File: config.mk
export PLATFORM = sky130hd
export DESIGN_NAME = ssid_queue
export DESIGN_NICKNAME = d
export VERILOG_FILES = /design/src/rtl/ssid_pkg.sv /design/src/rtl/ssid_queue.sv
export SDC_FILE = /design/constraint.sdc
export NUM_CORES = 1
export LEC_CHECK = 0
export BUFFER_PORTS_ARGS = -buffer_cell sky130_fd_sc_hd__buf_2
export CAP_MARGIN = 10
export CELL_PAD_IN_SITES_DETAIL_PLACEMENT = 0
export CELL_PAD_IN_SITES_GLOBAL_PLACEMENT = 1
export CORE_MARGIN = 4
export CORE_UTILIZATION = 46
export CTS_CLUSTER_SIZE = 24
export DETAILED_ROUTE_END_ITERATION = 7
export PLACE_DENSITY_LB_ADDON = 0.1
export RECOVER_POWER = 50
export SLEW_MARGIN = 10
export SYNTH_ARGS = -nofsm -noshare
export SYNTH_HDL_FRONTEND = slang
export SYNTH_SLANG_ARGS = --single-unit
export TNS_END_PERCENT = 50
File: constraint.sdc
create_clock -name i_clk -period 4.6 [get_ports i_clk]
set_input_delay 0.46 -clock i_clk [delete_from_list [all_inputs] [get_ports i_clk]]
set_output_delay 0.46 -clock i_clk [all_outputs]
set_load 0.01 [all_outputs]
File: src/rtl/ssid_pkg.sv
`timescale 1ns / 1ps
package ssid_pkg;

    localparam int CAP_DEF         = 64;
    localparam int QUEUE_DEPTH_DEF = 2;
    localparam int VAL_W           = 32;
    localparam int CNT_W           = 7;

    typedef enum logic {
        OP_INSERT = 1'b0,
        OP_DELETE = 1'b1
    } t_op;

    typedef struct packed {
        t_op                     op;
        logic signed [VAL_W-1:0] value;
    } t_entry;

    typedef enum logic [1:0] {
        S_IDLE,
        S_SRCH_RD,
        S_SRCH_CMP,
        S_STREAM
    } t_state;

    typedef enum logic [1:0] {
        M_KEEP,
        M_INS,
        M_DEL
    } t_mode;

endpackage

File: src/rtl/ssid_queue.sv
`timescale 1ns / 1ps
module ssid_queue #(
    parameter int DEPTH = 2,
    localparam int PW   = (DEPTH > 1) ? $clog2(DEPTH) : 1,
    localparam int CW   = $clog2(DEPTH + 1)
) (
    input  logic             i_clk,
    input  logic             i_rst_n,
    input  logic             i_push_valid,
    output logic             o_push_ready,
    input  ssid_pkg::t_entry i_push_data,
    output logic             o_pop_valid,
    input  logic             i_pop_ready,
    output ssid_pkg::t_entry o_pop_data
);
    import ssid_pkg::*;

    localparam logic [CW-1:0] FULL = CW'(DEPTH);
    localparam logic [PW-1:0] LAST = PW'(DEPTH - 1);

    t_entry        r_mem [DEPTH];
    logic [PW-1:0] r_wr;
    logic [PW-1:0] r_rd;
    logic [CW-1:0] r_cnt;
    logic          push;
    logic          pop;

    assign o_push_ready = (r_cnt != FULL);
    assign o_pop_valid  = (r_cnt != '0);
    assign o_pop_data   = r_mem[r_rd];
    assign push         = i_push_valid && o_push_ready;
    assign pop          = o_pop_valid && i_pop_ready;

    always_ff @(posedge i_clk) begin
        if (!i_rst_n) begin
            r_wr  <= '0;
            r_rd  <= '0;
            r_cnt <= '0;
        end else begin
            if (push) begin
                r_wr <= (r_wr == LAST) ? '0 : r_wr + PW'(1);
            end
            if (pop) begin
                r_rd <= (r_rd == LAST) ? '0 : r_rd + PW'(1);
            end
            if (push && !pop) begin
                r_cnt <= r_cnt + CW'(1);
            end else if (pop && !push) begin
                r_cnt <= r_cnt - CW'(1);
            end
        end
        if (push) begin
            r_mem[r_wr] <= i_push_data;
        end
    end
endmodule

==> key figures <==
Route
  – Vias: 1341
  – Wire per inst: 15.73 µm
  – DRC viols: 0
  – Via density: 4.722
  – Iter 0 DRT Violations: 67
  – Final ANT Viol Nets: 0
  – TritonRoute pass-1 iters: 4
  – Final WL: 4.466 mm

Power and ir drop
  – Leakage: 1.174 nW
  – Max VDD drop: 0.2935 mV
  – Switching share of total power: 0.2681
  – Clk network pwr share: 0.265
  – Seq pwr share: 0.491
  – Net Switching: 0.4625 mW
  – Power Dens Cells: 537.5 mW/mm²
  – Logic gate share of total power: 0.244
  – Pint: 1.262 mW

Synthesis
  – Synth area leaders: edfxtp_1, mux2_2, dfxtp_1, and2_1, buf_2
  – Async SR Flop Fraction: 0
  – Most common library cells after synthesis: edfxtp_1, mux2_2, dfxtp_1
  – Count leader, synth: edfxtp_1
  – Seq cells post-synth: 71
  – Post-Syn Instances: 127
  – Post-Syn Area: 0.002616 mm²
  – Area leader, netlist: edfxtp_1
  – Yosys warnings: 0
  – Seq/Total Area, Yosys: 0.7958
  – Post-synth EDFFs: 66
  – Mapped Nets: 165
  – Syn_area_per_cell: 20.60 µm²
  – Yosys top cell area share: 0.7575
  – Ys flop type: edfxtp_1
  – Synth cell types: 19

Hold path
  – Min-Delay Path Class: in -> reg
  – Hold path cells: 1

STA
  – Fmax: 425.1 MHz
  – Final setup vio count: 0
  – Rel. slew slack: 0.4727
  – Pins Over Slew Limit: 0
  – Final Hold Fails: 0
  – Setup TNS Final: 0 ps
  – Final period utilization: 0.5114
  – RSZ-0062 raised after global routing: no
  – Worst Skew: 3.547 ps
  – Period minus WS final: 2353 ps
  – Least-Margin Pin Slew: 790.9 ps

Clocking
  – # clock sinks: 71
  – H-tree levels: 3
  – Hold_buf cts: 0
  – CTS tree: done
  – Post-CTS sizing: 0
  – CTS Buf Count: 9
  – Clock root cell: clkbuf_8
  – Post-CTS Repair Setup Buffers: 0
  – Worst-path clk slew: 70 ps
  – Later-pin clock latency in the skew report: 330 ps
  – Clock buffer depth: 2

Worst setup path
  – Top cell family by delay on the critical path: flip-flops
  – Worst-path fanout max: 22
  – Reg2Reg Depth: 4
  – Levels on crit path: 3
  – Crit Path Category: reg -> out
  – CP Buf/Inv Count: 2
  – CP Cell Sequence: buf_4 > mux2_2 > buf_2
  – Max incr delay on CP: 630 ps
  – CP Capture Type: output pin
  – CP required: 4140 ps
  – Slowest CP cell: dfxtp_1
  – Startpoint Class: flip-flop
  – Data arrival time of the critical path: 1890 ps

Layout
  – Design area: 0.003209 mm²
  – Synth-to-layout area growth: 22.67%
  – Area of the multi-input gates: 504.2 µm²
  – Share of cells above drive strength 1: 0.4953
  – ANT cells: 0
  – Final nets: 245
  – Register Area: 0.002082 mm²
  – FILL cells: 444

Die
  – Core area: 0.005507 mm²
  – Die W: 83.42 µm
  – IO Count: 72
  – Die height: 83.42 µm
  – Initial Utilization: 0.4751
  – # rows: 27
  – Die Area: 0.006958 mm²

Flow run
  – Total of max-cap violations: 0

Global routing
  – Antenna violations before repair: 0
  – Largest net degree at the start of global routing: 34
  – First-pass GRT wire length: 7.141 mm
  – Number of global-route vias before repair: 1479
  – All-Layer GR Usage: 0.1368
  – GRT overflow: 0

Placement
  – Placer Congestion: 0.7923
  – Port Buffers: 71
  – DP Area: 0.003058 mm²
  – DP HPWL: 3.017 mm

Outcome
  – Status: completed
## kinds of logic after synthesis
group | count (synthesis) | synth area share
muxes | 33 | 0.1420
AOI/OAI and AO/OA | 5 | 0.01339
adders and majority gates | 1 | 0.004782
xor gates and xnor gates | 3 | 0.01004
DFF | 71 | 0.7958
buffers and inverters | 5 | 0.009085
and+or+nand+nor | 9 | 0.02487
## worst reg2reg max path, stage by stage (launching register included)
cell and delay, ps:
dfxtp_1 410, nand2b_1 210, nand3b_1 130, inv_1 460, buf_4 380
## flip-flops by register name (all words and copies together) (netlist names), named ones only
register	cells
r_mem	66
r_rd	1
r_wr	1
r_cnt	2
## metal layers
| layer | global-route usage | routed length [µm] | share of wire |
|---|---|---|---|
| met3 | 0.06647 | 292 | 0.065 |
| met4 | 0.05702 | 89 | 0.020 |
| met1 | 0.1640 | 1868 | 0.42 |
| met2 | 0.2114 | 2216 | 0.50 |
| met5 | 0 | 0 | 0 |
## cell usage in the layout, fill, tap and decap left out, types with 2 or more instances in the layout
master	instances
and2_0	2
and2_1	2
buf_2	54
buf_4	2
clkbuf_1	19
clkbuf_8	9
clkinv_2	3
dfxtp_1	5
edfxtp_1	66
mux2_2	33
o21ai_0	2
xnor2_1	2
## power by group through the flow
stage | logic (mW) | registers, mW | clock network (mW)
after floorplan | 0.296 | 0.844 | 0
after global placement | 0.431 | 0.859 | 0
after detailed placement | 0.439 | 0.864 | 0
after CTS | 0.440 | 0.851 | 0.474
after global routing | 0.461 | 0.856 | 0.510
final | 0.420 | 0.848 | 0.457
## stage by stage
step           std cells    util  hold slack [ps]  power (mW)  setup WS (ps)
2_1_floorplan        127       -            512.4       1.141           2776
3_3_place_gp         268  0.5553            524.5       1.290           2610
3_5_place_dp         268  0.5553            555.6       1.303           2593
4_1_cts              284  0.5880            286.6       1.765           2201
5_1_grt              284  0.5828            277.1       1.827           2138
6_report             284  0.5828            308.8       1.725           2247
## path summary, 6_finish.rpt
kind                                startpoint             to  slack, ps
worst min-delay path            i_push_data[8]    r_mem[1][8]        310
worst max-delay path                 flip-flop  o_pop_data[9]       2250
worst min register to register        r_cnt[1]       r_cnt[1]        520
worst max register to register        r_cnt[0]   r_mem[0][31]       2680
## cell type report
class / count / area share
tap: 72 / 0.02807
timing repair buffer: 73 / 0.1088
clock inverter: 5 / 0.01520
sequential: 71 / 0.6487
inverter: 1 / 0.001170
multi-input combinational: 51 / 0.1571
clock buffer: 11 / 0.04094
No activity file was read; power rests on OpenSTA's default activity.
