--- src/rtl/ssid_pkg.sv ---
`timescale 1ns / 1ps
package ssid_pkg;

    localparam int CAP_DEF         = 64;
    localparam int QUEUE_DEPTH_DEF = 2;
    localparam int VAL_W           = 32;
    localparam int CNT_W           = 7;

    typedef enum logic {
        OP_INSERT = 1'b0,
        OP_DELETE = 1'b1
    } t_op;

    typedef struct packed {
        t_op                     op;
        logic signed [VAL_W-1:0] value;
    } t_entry;

    typedef enum logic [1:0] {
        S_IDLE,
        S_SRCH_RD,
        S_SRCH_CMP,
        S_STREAM
    } t_state;

    typedef enum logic [1:0] {
        M_KEEP,
        M_INS,
        M_DEL
    } t_mode;

endpackage

--- src/rtl/ssid_if.sv ---
`timescale 1ns / 1ps
interface ssid_cmd_if;
    logic                              valid;
    logic                              ready;
    logic                              command;
    logic signed [ssid_pkg::VAL_W-1:0] value;

    modport source(output valid, output command, output value, input ready);
    modport sink(input valid, input command, input value, output ready);
endinterface


--- src/rtl/ssid_front.sv ---
`timescale 1ns / 1ps
module ssid_front (
    input  logic             i_clk,
    input  logic             i_rst_n,
    ssid_cmd_if.sink         i_cmd,
    output logic             o_valid,
    input  logic             i_ready,
    output ssid_pkg::t_entry o_entry
);
    import ssid_pkg::*;

    logic   r_valid;
    logic   n_valid;
    t_entry r_entry;
    logic   accept;

    assign i_cmd.ready = !r_valid || i_ready;
    assign accept      = i_cmd.valid && i_cmd.ready;

    always_comb begin
        n_valid = r_valid;
        if (accept) begin
            n_valid = 1'b1;
        end else if (i_ready) begin
            n_valid = 1'b0;
        end
    end

    always_ff @(posedge i_clk) begin
        if (!i_rst_n) begin
            r_valid <= 1'b0;
        end else begin
            r_valid <= n_valid;
        end
        if (accept) begin
            r_entry.op    <= t_op'(i_cmd.command);
            r_entry.value <= i_cmd.value;
        end
    end

    assign o_valid = r_valid;
    assign o_entry = r_entry;
endmodule

--- src/flat_wrapper.sv ---
// flat-port wrapper written by rule: the top's interface ports become plain ports
module ssid_front_flat import ssid_pkg::*;
  (i_clk, i_rst_n, o_valid, i_ready, o_entry, i_cmd_valid, i_cmd_command, i_cmd_value, i_cmd_ready);
  ssid_cmd_if i_cmd_i ();
  input  logic i_clk;
  input  logic i_rst_n;
  output logic o_valid;
  input  logic i_ready;
  output ssid_pkg::t_entry o_entry;
  input wire logic [$bits(i_cmd_i.valid)-1:0] i_cmd_valid;
  input wire logic [$bits(i_cmd_i.command)-1:0] i_cmd_command;
  input wire logic [$bits(i_cmd_i.value)-1:0] i_cmd_value;
  output wire logic [$bits(i_cmd_i.ready)-1:0] i_cmd_ready;
  assign i_cmd_i.valid = i_cmd_valid;
  assign i_cmd_i.command = i_cmd_command;
  assign i_cmd_i.value = i_cmd_value;
  assign i_cmd_ready = i_cmd_i.ready;
  ssid_front u_core (.i_clk(i_clk), .i_rst_n(i_rst_n), .i_cmd(i_cmd_i), .o_valid(o_valid), .i_ready(i_ready), .o_entry(o_entry));
endmodule
--- config.mk ---
export PLATFORM = sky130hd
export DESIGN_NAME = ssid_front_flat
export DESIGN_NICKNAME = d
export VERILOG_FILES = /design/src/rtl/ssid_pkg.sv /design/src/rtl/ssid_if.sv /design/src/rtl/ssid_front.sv /design/src/flat_wrapper.sv
export SDC_FILE = /design/constraint.sdc
export NUM_CORES = 1
export LEC_CHECK = 0
export BUFFER_PORTS_ARGS = -buffer_cell sky130_fd_sc_hd__buf_4
export CAP_MARGIN = 20
export CORE_AREA = 5 5 56 58
export DETAILED_ROUTE_END_ITERATION = 7
export DIE_AREA = 0 0 61 63
export PLACE_DENSITY = 0.79
export SYNTH_ARGS = -nofsm -noshare
export SYNTH_HDL_FRONTEND = slang
export SYNTH_SLANG_ARGS = --single-unit
--- constraint.sdc ---
create_clock -name i_clk -period 3.65 [get_ports i_clk]
set_clock_uncertainty 0.2 [all_clocks]
set_input_delay 0.1825 -clock i_clk [delete_from_list [all_inputs] [get_ports i_clk]]
set_output_delay 0.1825 -clock i_clk [all_outputs]
set_load 0.05 [all_outputs]
==> results list, run 1 <==
- PostCTS Resize Cnt: 0
- In this run the remaining antenna-violating nets after routing total 0.
- The final number of max-transition violations came to 0.
* Slew @ Worst Pin: just over 400 ps
* H-tree levels: 2
- Averaged over all synthesized cells, the footprint is 27.6 sq um.
* Run status: finished, final reports clean
- The number of antenna diodes in the final layout is 0.
- Post-CTS Hold Fix Bufs: 35
- Die outline area: ~3800 sq um
- Before antenna repair, the detailed router went through 4 iterations.
- Highest clock frequency the design can meet: roughly 670 MHz
- After routing the design area is roughly 2000 sq um.
* Netlist cell types: 6
- RSZ-0062 raised after global routing: no
- Data required, critical path: ~3700 ps
- After detailed placement, the total cell area comes to around 1600 sq um.
- The filler cells instantiated in the layout total 159.
* Post-synth EDFFs: 33
* Die Wd: 61 um
* Setup CP Type: in -> reg
* Global-route wire length before repair: between 4000 and 5000 um
- Row Count: 19
- Final count of hold timing violations: 0
- After the last flow step, the layout net total stands at 188.
- TritonCTS built the clock tree.
- For this run, the number of Yosys warnings is 0.
* GRT Residual Overflow: 0
* LEAKAGE: just under 0.9 nW
- Dividing the detail-routed wire length by the instance count gives around 16 um.
- After layout, the minimum clock period comes to between 1000 and 1500 ps.
- In this run the power density over the cells is 414 nW/um^2.
* Nets in the synthesized netlist: 75
- The initial antenna violation count was 0.
* Final design utilization: 0.774
- Top Ports: ~70
- IR analysis of the VDD net gives a maximum drop of around 0.00038 V.
- Entering global routing, the biggest net connects 34 pins.
- Top cells by area in the synthesized netlist: edfxtp_1 (95%), dfxtp_1 (1.9%), nand2b_4 (1.3%)
- After layout, the worst setup slack is between 2000 and 2500 ps.
- Total detailed-routing wirelength: 2900 um
- Routing usage on met2: 0.289
* Count of buffers inserted at the top-level ports: between 70 and 80
* Type of destination of the critical path: flip-flop
- Counting flops with an async set or reset pin after synthesis yields a share of 0.
- In this run the tightest slew margin relative to its limit is 0.726.
- Total vias in the final route: 785
* Fraction of post-synthesis cell area in the top cell type by area: 0.945
- Post-Route Setup TNS: 0 ps
- Cell at the root of the clock tree: clkbuf_4
- In this run the register-to-register setup slack is 2250 ps.
- Portion of the post-synthesis area used by sequential elements: 0.964
* Synth-to-Final Area Change: 93.1%
- For the worst-skew pair, the clock arrives at the later sink with an insertion delay of approximately 320 ps.
- Total number of clock tree sinks: 34
* Number of CTS-inserted buffers: 5
* Starting DRC count in detailed routing: 27
- Via count of the first global-routing pass: 918
- After clock tree synthesis, the clock-pin slew on the worst setup and hold paths is around 100 ps.
- The worst hold path belongs to the class in -> reg.
* Maximum clock insertion buffer count: 2
* Final setup viols: 0
* Endpoint arrival time on the critical path: ~1500 ps
- Global routing usage summed across all routing layers: 0.174
- In this run the most used layer during global routing was met2.
* Share of post-route cells with drive strength above 1: 0.533
* Final Cycle Share: 0.411
- In the global route stage, met3 resource usage came out at 0.0868.
- Maximum net fanout on the critical path: 1
- Worst setup slack after placement: approximately 2300 ps
- Gate Count Post-Synth: 38
* Yosys top cell by area: edfxtp_1
* Critical Path Source Type: primary input
- In the routed layout, each cell is associated on average with a via count of approximately 4.3.
- The initial utilization of the core area, before any placement, comes to 0.401.
- The region available for standard cell placement spans about 2600 sq um.
- For this run, design rule violations remaining after detail routing come to 0.
- The die is roughly 63 um tall.
* Number of setup buffers added after CTS: 0
* Most used standard cell by instance count after synthesis: edfxtp_1
- Area of the mapped netlist: between 1000 and 1500 sq um
* Synthesized flop and latch total: 34
- Global-route met1 utilization: 0.179
- Total of max-cap violations: 0
- GPL Wtd Cong: 0.667
* Flip-flop cell with the highest count after synthesis: edfxtp_1
[cell families (layout without fill, tap and decap cells)]
group | Yosys count | count (layout) | share of synthesized area
flops | 34 | 34 | 0.964
buf+inv | 1 | 115 | 0.00358
compound gates | 1 | 1 | 0.0107
simple gates | 2 | 2 | 0.0215
[cells in the final DEF, fill, tap and decap left out]
cell type,instances
edfxtp_1,33
clkinvlp_4,1
buf_4,71
inv_1,1
dlygate4sd3_1,35
dfxtp_1,1
clkbuf_4,5
clkinv_2,1
clkinv_1,1
nand2b_4,1
and2_4,1
a21boi_2,1
[report_power, final]
group	switching, mW	leakage [nW]	internal [mW]	total (mW)
combinational	0.110	0.509	0.0781	0.188
sequential	0.00705	0.328	0.455	0.462
clock	0.115	0.0286	0.0715	0.187
[state kept, by name, indices dropped and copies added (netlist names)]
name and flops:
u_core.o_entry 33, u_core.o_valid 1
[per-layer routing]
| metal | part of all wire | up-vias |
|---|---|---|
| li1 | - | 374 |
| met1 | 0.33 | 355 |
| met2 | 0.52 | 51 |
| met3 | 0.13 | 5 |
| met4 | 0.017 | 0 |
| met5 | 0 | - |
[critical path, stage by stage]
cell	delay [ps]
dlygate4sd3_1	540
buf_4	130
a21boi_2	130
dlygate4sd3_1	540
[layout make-up]
type	instances	area, sq um	share of cell area
clock buffer	5	37.5	0.0185
tap	31	38.8	0.0192
sequential	34	1010	0.499
clock inverter	3	16.3	0.00803
multi-input combinational	3	33.8	0.0167
inverter	1	3.75	0.00185
timing repair buffer	106	883	0.436
[worst paths after layout]
check / from / end / cells after the start
worst max-delay path: i_rst_n / u_core.o_valid$_SDFFE_PN0P_ / 4
worst min-delay path: i_cmd_valid / u_core.o_entry[30]$_DFFE_PP_ / 2
worst max register to register: u_core.o_valid$_SDFFE_PN0P_ / u_core.o_entry[9]$_DFFE_PP_ / 2
worst min register to register: u_core.o_valid$_SDFFE_PN0P_ / u_core.o_entry[30]$_DFFE_PP_ / 2
[per-stage QoR]
| step | instances | power (mW) | hold WS [ps] |
|---|---|---|---|
| after floorplan | 38 | 0.560 | 81.4 |
| final | 183 | 0.837 | 236 |
| after CTS | 183 | 0.839 | 228 |
| after global routing | 183 | 0.873 | 230 |
| after detailed placement | 140 | 0.626 | 162 |
| after global placement | 140 | 0.624 | 161 |
Power figures use the tool's default switching activity.
==> run 2: changes to the inputs <==
--- a/config.mk
+++ b/config.mk
@@ -5,12 +5,13 @@
 export SDC_FILE = /design/constraint.sdc
 export NUM_CORES = 1
 export LEC_CHECK = 0
+export ABC_AREA = 1
 export BUFFER_PORTS_ARGS = -buffer_cell sky130_fd_sc_hd__buf_4
 export CAP_MARGIN = 20
-export CORE_AREA = 5 5 56 58
+export CORE_AREA = 5 5 61 63
 export DETAILED_ROUTE_END_ITERATION = 7
-export DIE_AREA = 0 0 61 63
-export PLACE_DENSITY = 0.79
+export DIE_AREA = 0 0 66 68
+export PLACE_DENSITY = 0.69
 export SYNTH_ARGS = -nofsm -noshare
 export SYNTH_HDL_FRONTEND = slang
 export SYNTH_SLANG_ARGS = --single-unit
==> constraint.sdc (replaced) <==
create_clock -name i_clk -period 1.35 [get_ports i_clk]
set_clock_uncertainty 0.2 [all_clocks]
set_input_delay 0.0675 -clock i_clk [delete_from_list [all_inputs] [get_ports i_clk]]
set_output_delay 0.0675 -clock i_clk [all_outputs]
set_load 0.05 [all_outputs]
==> results list, run 2 <==
- The kind of capture point of the worst setup path is a flip-flop (unchanged).
- The switching power came to 0.667 mW (was 0.233 mW).
- The number of input and output port buffers inserted is 71 (unchanged).
- Final Cycle Share: 1.00
- Starting DRC count in detailed routing: 10 (was 27)
* Area of the mapped netlist: 1040 sq um (was 1050 sq um)
* Count of nets left with antenna violations after detail routing: 0 (unchanged)
- The leftover overflow at the end of global routing was 0 (unchanged).
- The cell taking the most area after synthesis is edfxtp_1 (unchanged).
- Final Max Tran Viols: 0 (unchanged)
- HP Class: in -> reg (unchanged)
- The number of buffers created by CTS was 5 (unchanged).
- The number of rows in the core area was 21 (was 19).
* Number of antenna violations at the first check in global routing: 0 (unchanged)
- The kind of critical path was reg -> reg (was in -> reg).
- Maximum clock insertion buffer count: 2 (unchanged)
- Highest-count cells in the layout ignoring fill and taps: buf_4 (70), dlygate4sd3_1 (34), edfxtp_1 (33) (was buf_4 (71), dlygate4sd3_1 (35), edfxtp_1 (33))
- Global-route wire length before repair: 4290 um (was 4460 um)
- Number of optimization iterations in the first detailed-route pass: 4 (unchanged)
* Portion of the post-synthesis area used by sequential elements: 0.970 (was 0.964)
- Endpoint arrival time on the critical path: 1210 ps (was 1520 ps)
- The number of flops mapped to enable cells by yosys came to 33 (unchanged).
- Slowest Stage Delay on Critical Path: 380 ps (was 540 ps)
- Clock network fraction of design power: 0.227 (was 0.223)
- Top Ports: 72 (unchanged)
- Worst hold margin: -5.74 ps (was 236 ps)
- Die outline area: 4490 sq um (was 3840 sq um)
- Via/cell ratio: 4.05 (was 4.29)
- The commonest register cell after synthesis is edfxtp_1 (unchanged).
* Setup slack of the critical path after layout: -2.07 ps (was 2150 ps)
- The total internal power was 1.68 mW (was 0.604 mW).
- Fraction of synthesis flops using an asynchronous set or reset pin: 0 (unchanged)
- Detailed placement HPWL: ~1700 um
- The number of failing hold endpoints at the final stage came to 1 (was 0).
- Highest clock frequency the design can meet: around 740 MHz
* Data required, critical path: 1210 ps (was 3670 ps)
* Nets in the synthesized netlist: 77 (was 75)
- The clock sink total came to 34 (unchanged).
- The register bit count reported by yosys was 34 (unchanged).
- H-tree levels: 2 (unchanged)
* DRC violation count after routing: 0 (unchanged)
* Violations in the final reports: negative hold slack, negative setup slack
- Most common library cell in the layout ignoring fill and taps: buf_4 (unchanged)
* Via count of the first global-routing pass: 879 (was 918)
- Run status: finished, violations left (was finished, final reports clean).
* Slew @ Worst Pin: 179 ps (was 411 ps)
* LEAKAGE: 0.953 nW (was 0.865 nW)
* Total vias in the final route: 839 (was 785)
* Maximum number of pins on one net before global-route repair: 34 (unchanged)
* Maximum net fanout on the critical path: 16 (was 1)
- Chip height: 68 um (was 63 um)
- Most used standard cell by instance count after synthesis: edfxtp_1 (unchanged)
* Die Wd: 66 um (was 61 um)
- Synth warn: 0 (unchanged)
- The post-synthesis to final-layout area growth came to 111% (was 93.1%).
- The switching power as a share of total power was 0.284 (was 0.278).
* Cells along the critical path: a21oi_4, buf_12, clkbuf_16 (was dlygate4sd3_1, buf_4, a21boi_2, dlygate4sd3_1)
- The total power per unit cell area came to 1070 nW/um^2 (was 414 nW/um^2).
* Global routing usage summed across all routing layers: 0.141 (was 0.174)
* Final design utilization: 0.690 (was 0.774)
* Total detailed-routing wirelength: 3110 um (was 2900 um)
- Cell type of the slowest stage on the worst timing path: dfxtp_4 (was dlygate4sd3_1)
- GPL Wtd Cong: 0.684 (was 0.667)
- CTS tree: yes (unchanged)
* Part of the total power dissipated in combinational logic: 0.241 (was 0.225)
- Gate Count Post-Synth: 40 (was 38)
- Most used standard cells in the synthesized netlist: edfxtp_1 (33), inv_1 (2)
- The average wire per standard cell was 15.0 um (was 15.9 um).
- The part of the total power dissipated in sequential elements was 0.532 (was 0.552).
- NumNets Final: 197 (was 188)
- Time the worst path needs with I/O delays and setup: around 1400 ps
* Core region area: 3180 sq um (was 2620 sq um)
- Number of flip-flops under the largest register name: 33 (unchanged)
* Top cells by area in the synthesized netlist: edfxtp_1 (95%), dfxtp_1 (1.9%), a21oi_2 (0.84%) (was edfxtp_1 (95%), dfxtp_1 (1.9%), nand2b_4 (1.3%))
- Diode count: 0 (unchanged)
* Post-Synthesis Mean Instance Area: 26.1 sq um (was 27.6 sq um)
- The number of filler cells placed in the layout came to 213 (was 159).
* Bufs and invs on worst path: 2 (was 3)
* Total of max-cap violations: 0 (unchanged)
- The kind of start point of the critical path was a flip-flop (was primary input).
- The clock transition at the registers of the reported paths was 100 ps (about the same).
* Later-pin clock latency in the skew report: 340 ps (was 320 ps)
- The number of distinct library cells after synthesis came to 7 (was 6).
- The clock root buffer is clkbuf_4 (unchanged).
- The largest delay contributor family on the critical path was flip-flops (was buffers and inverters).
- The fraction of synthesized cell area taken by the top area cell type was 0.951 (was 0.945).
- Maximum vdd ir drop: 0.000772 V (was 0.000377 V)
* Share of post-route cells with drive strength above 1: 0.553 (was 0.533)
- Final setup viols: 2 (was 0)
* Initial standard-cell utilization of the core: 0.328 (was 0.401)
- Worst max-slew margin expressed relative to the limit: 0.880 (was 0.726)
-- run 2: cell types whose count changed after synthesis, sizes merged --
cell,change
a21boi,-1
a21oi,+2
and2,-1
inv,+2
nand2,+1
nand2b,-1
-- run 2: what timing repair did --
item	CTS	global route
endpoints found under the setup margin	0	34
hold buffers	36	0
setup buffers	0	2
hold endpoints to repair	34	0
resized for setup	0	4
-- run 2: worst paths after layout --
path                                                   from                            to  slack, ps  cells after the start
worst max-delay path            u_core.o_valid$_SDFFE_PN0P_  u_core.o_entry[22]$_DFFE_PP_         -2                      3
worst min-delay path                                i_ready   u_core.o_valid$_SDFFE_PN0P_         -6                      5
worst max register to register  u_core.o_valid$_SDFFE_PN0P_  u_core.o_entry[22]$_DFFE_PP_         -2                      3
worst min register to register  u_core.o_valid$_SDFFE_PN0P_   u_core.o_valid$_SDFFE_PN0P_        350                      2
-- run 2: worst reg2reg max path, delay by kind of cell, from the launching register on --
kind	cells	cell delay [ps]
buffers and inverters	2	310
AOI/OAI and AO/OA	1	180
DFF	1	380
-- run 2: metrics by stage --
step | TNS, ps | power, mW | std cells | setup slack (ps) | instance area [sq um]
2_1_floorplan | -8760 | 1.52 | 40 | -266 | 1060
3_3_place_gp | 0 | 1.70 | 158 | 147 | 1670
3_5_place_dp | 0 | 1.71 | 158 | 121 | 1670
4_1_cts | 0 | 2.31 | 202 | 24.5 | 2080
5_1_grt | -55.1 | 2.45 | 207 | -12.3 | 2190
6_report | -4.09 | 2.35 | 207 | -2.07 | 2190
-- run 2: cells by family after synthesis --
group | Yosys count | synth area share
AO/OA/AOI/OAI | 2 | 0.0132
buffers and inverters | 3 | 0.0108
flip-flops | 34 | 0.970
AND/OR/NAND/NOR | 1 | 0.00601
-- run 2: power groups by stage --
stage	clock, mW	combinational [mW]	sequential, mW
detailed placement	0	0.433	1.27
global route	0.603	0.590	1.26
CTS	0.542	0.516	1.25
finish	0.534	0.566	1.25
floorplan	0	0.0324	1.48
global placement	0	0.429	1.27
-- run 2: routing by layer --
metal / GRT usage / part of all wire / up-vias
met5: 0 / 0 / -
met4: 0.0838 / 0.026 / 0
met3: 0.0690 / 0.12 / 8
met2: 0.257 / 0.54 / 50
met1: 0.127 / 0.31 / 386
li1: - / - / 395
-- run 2: layout make-up --
cell class	instances	area [sq um]	area share
Multi-Input combinational cell	3	31.3	0.0143
Sequential cell	34	1010	0.462
Clock buffer	6	41.3	0.0188
Timing Repair Buffer	113	1030	0.469
Clock inverter	2	10.0	0.00456
Tap cell	46	57.6	0.0262
Inverter	3	11.3	0.00513
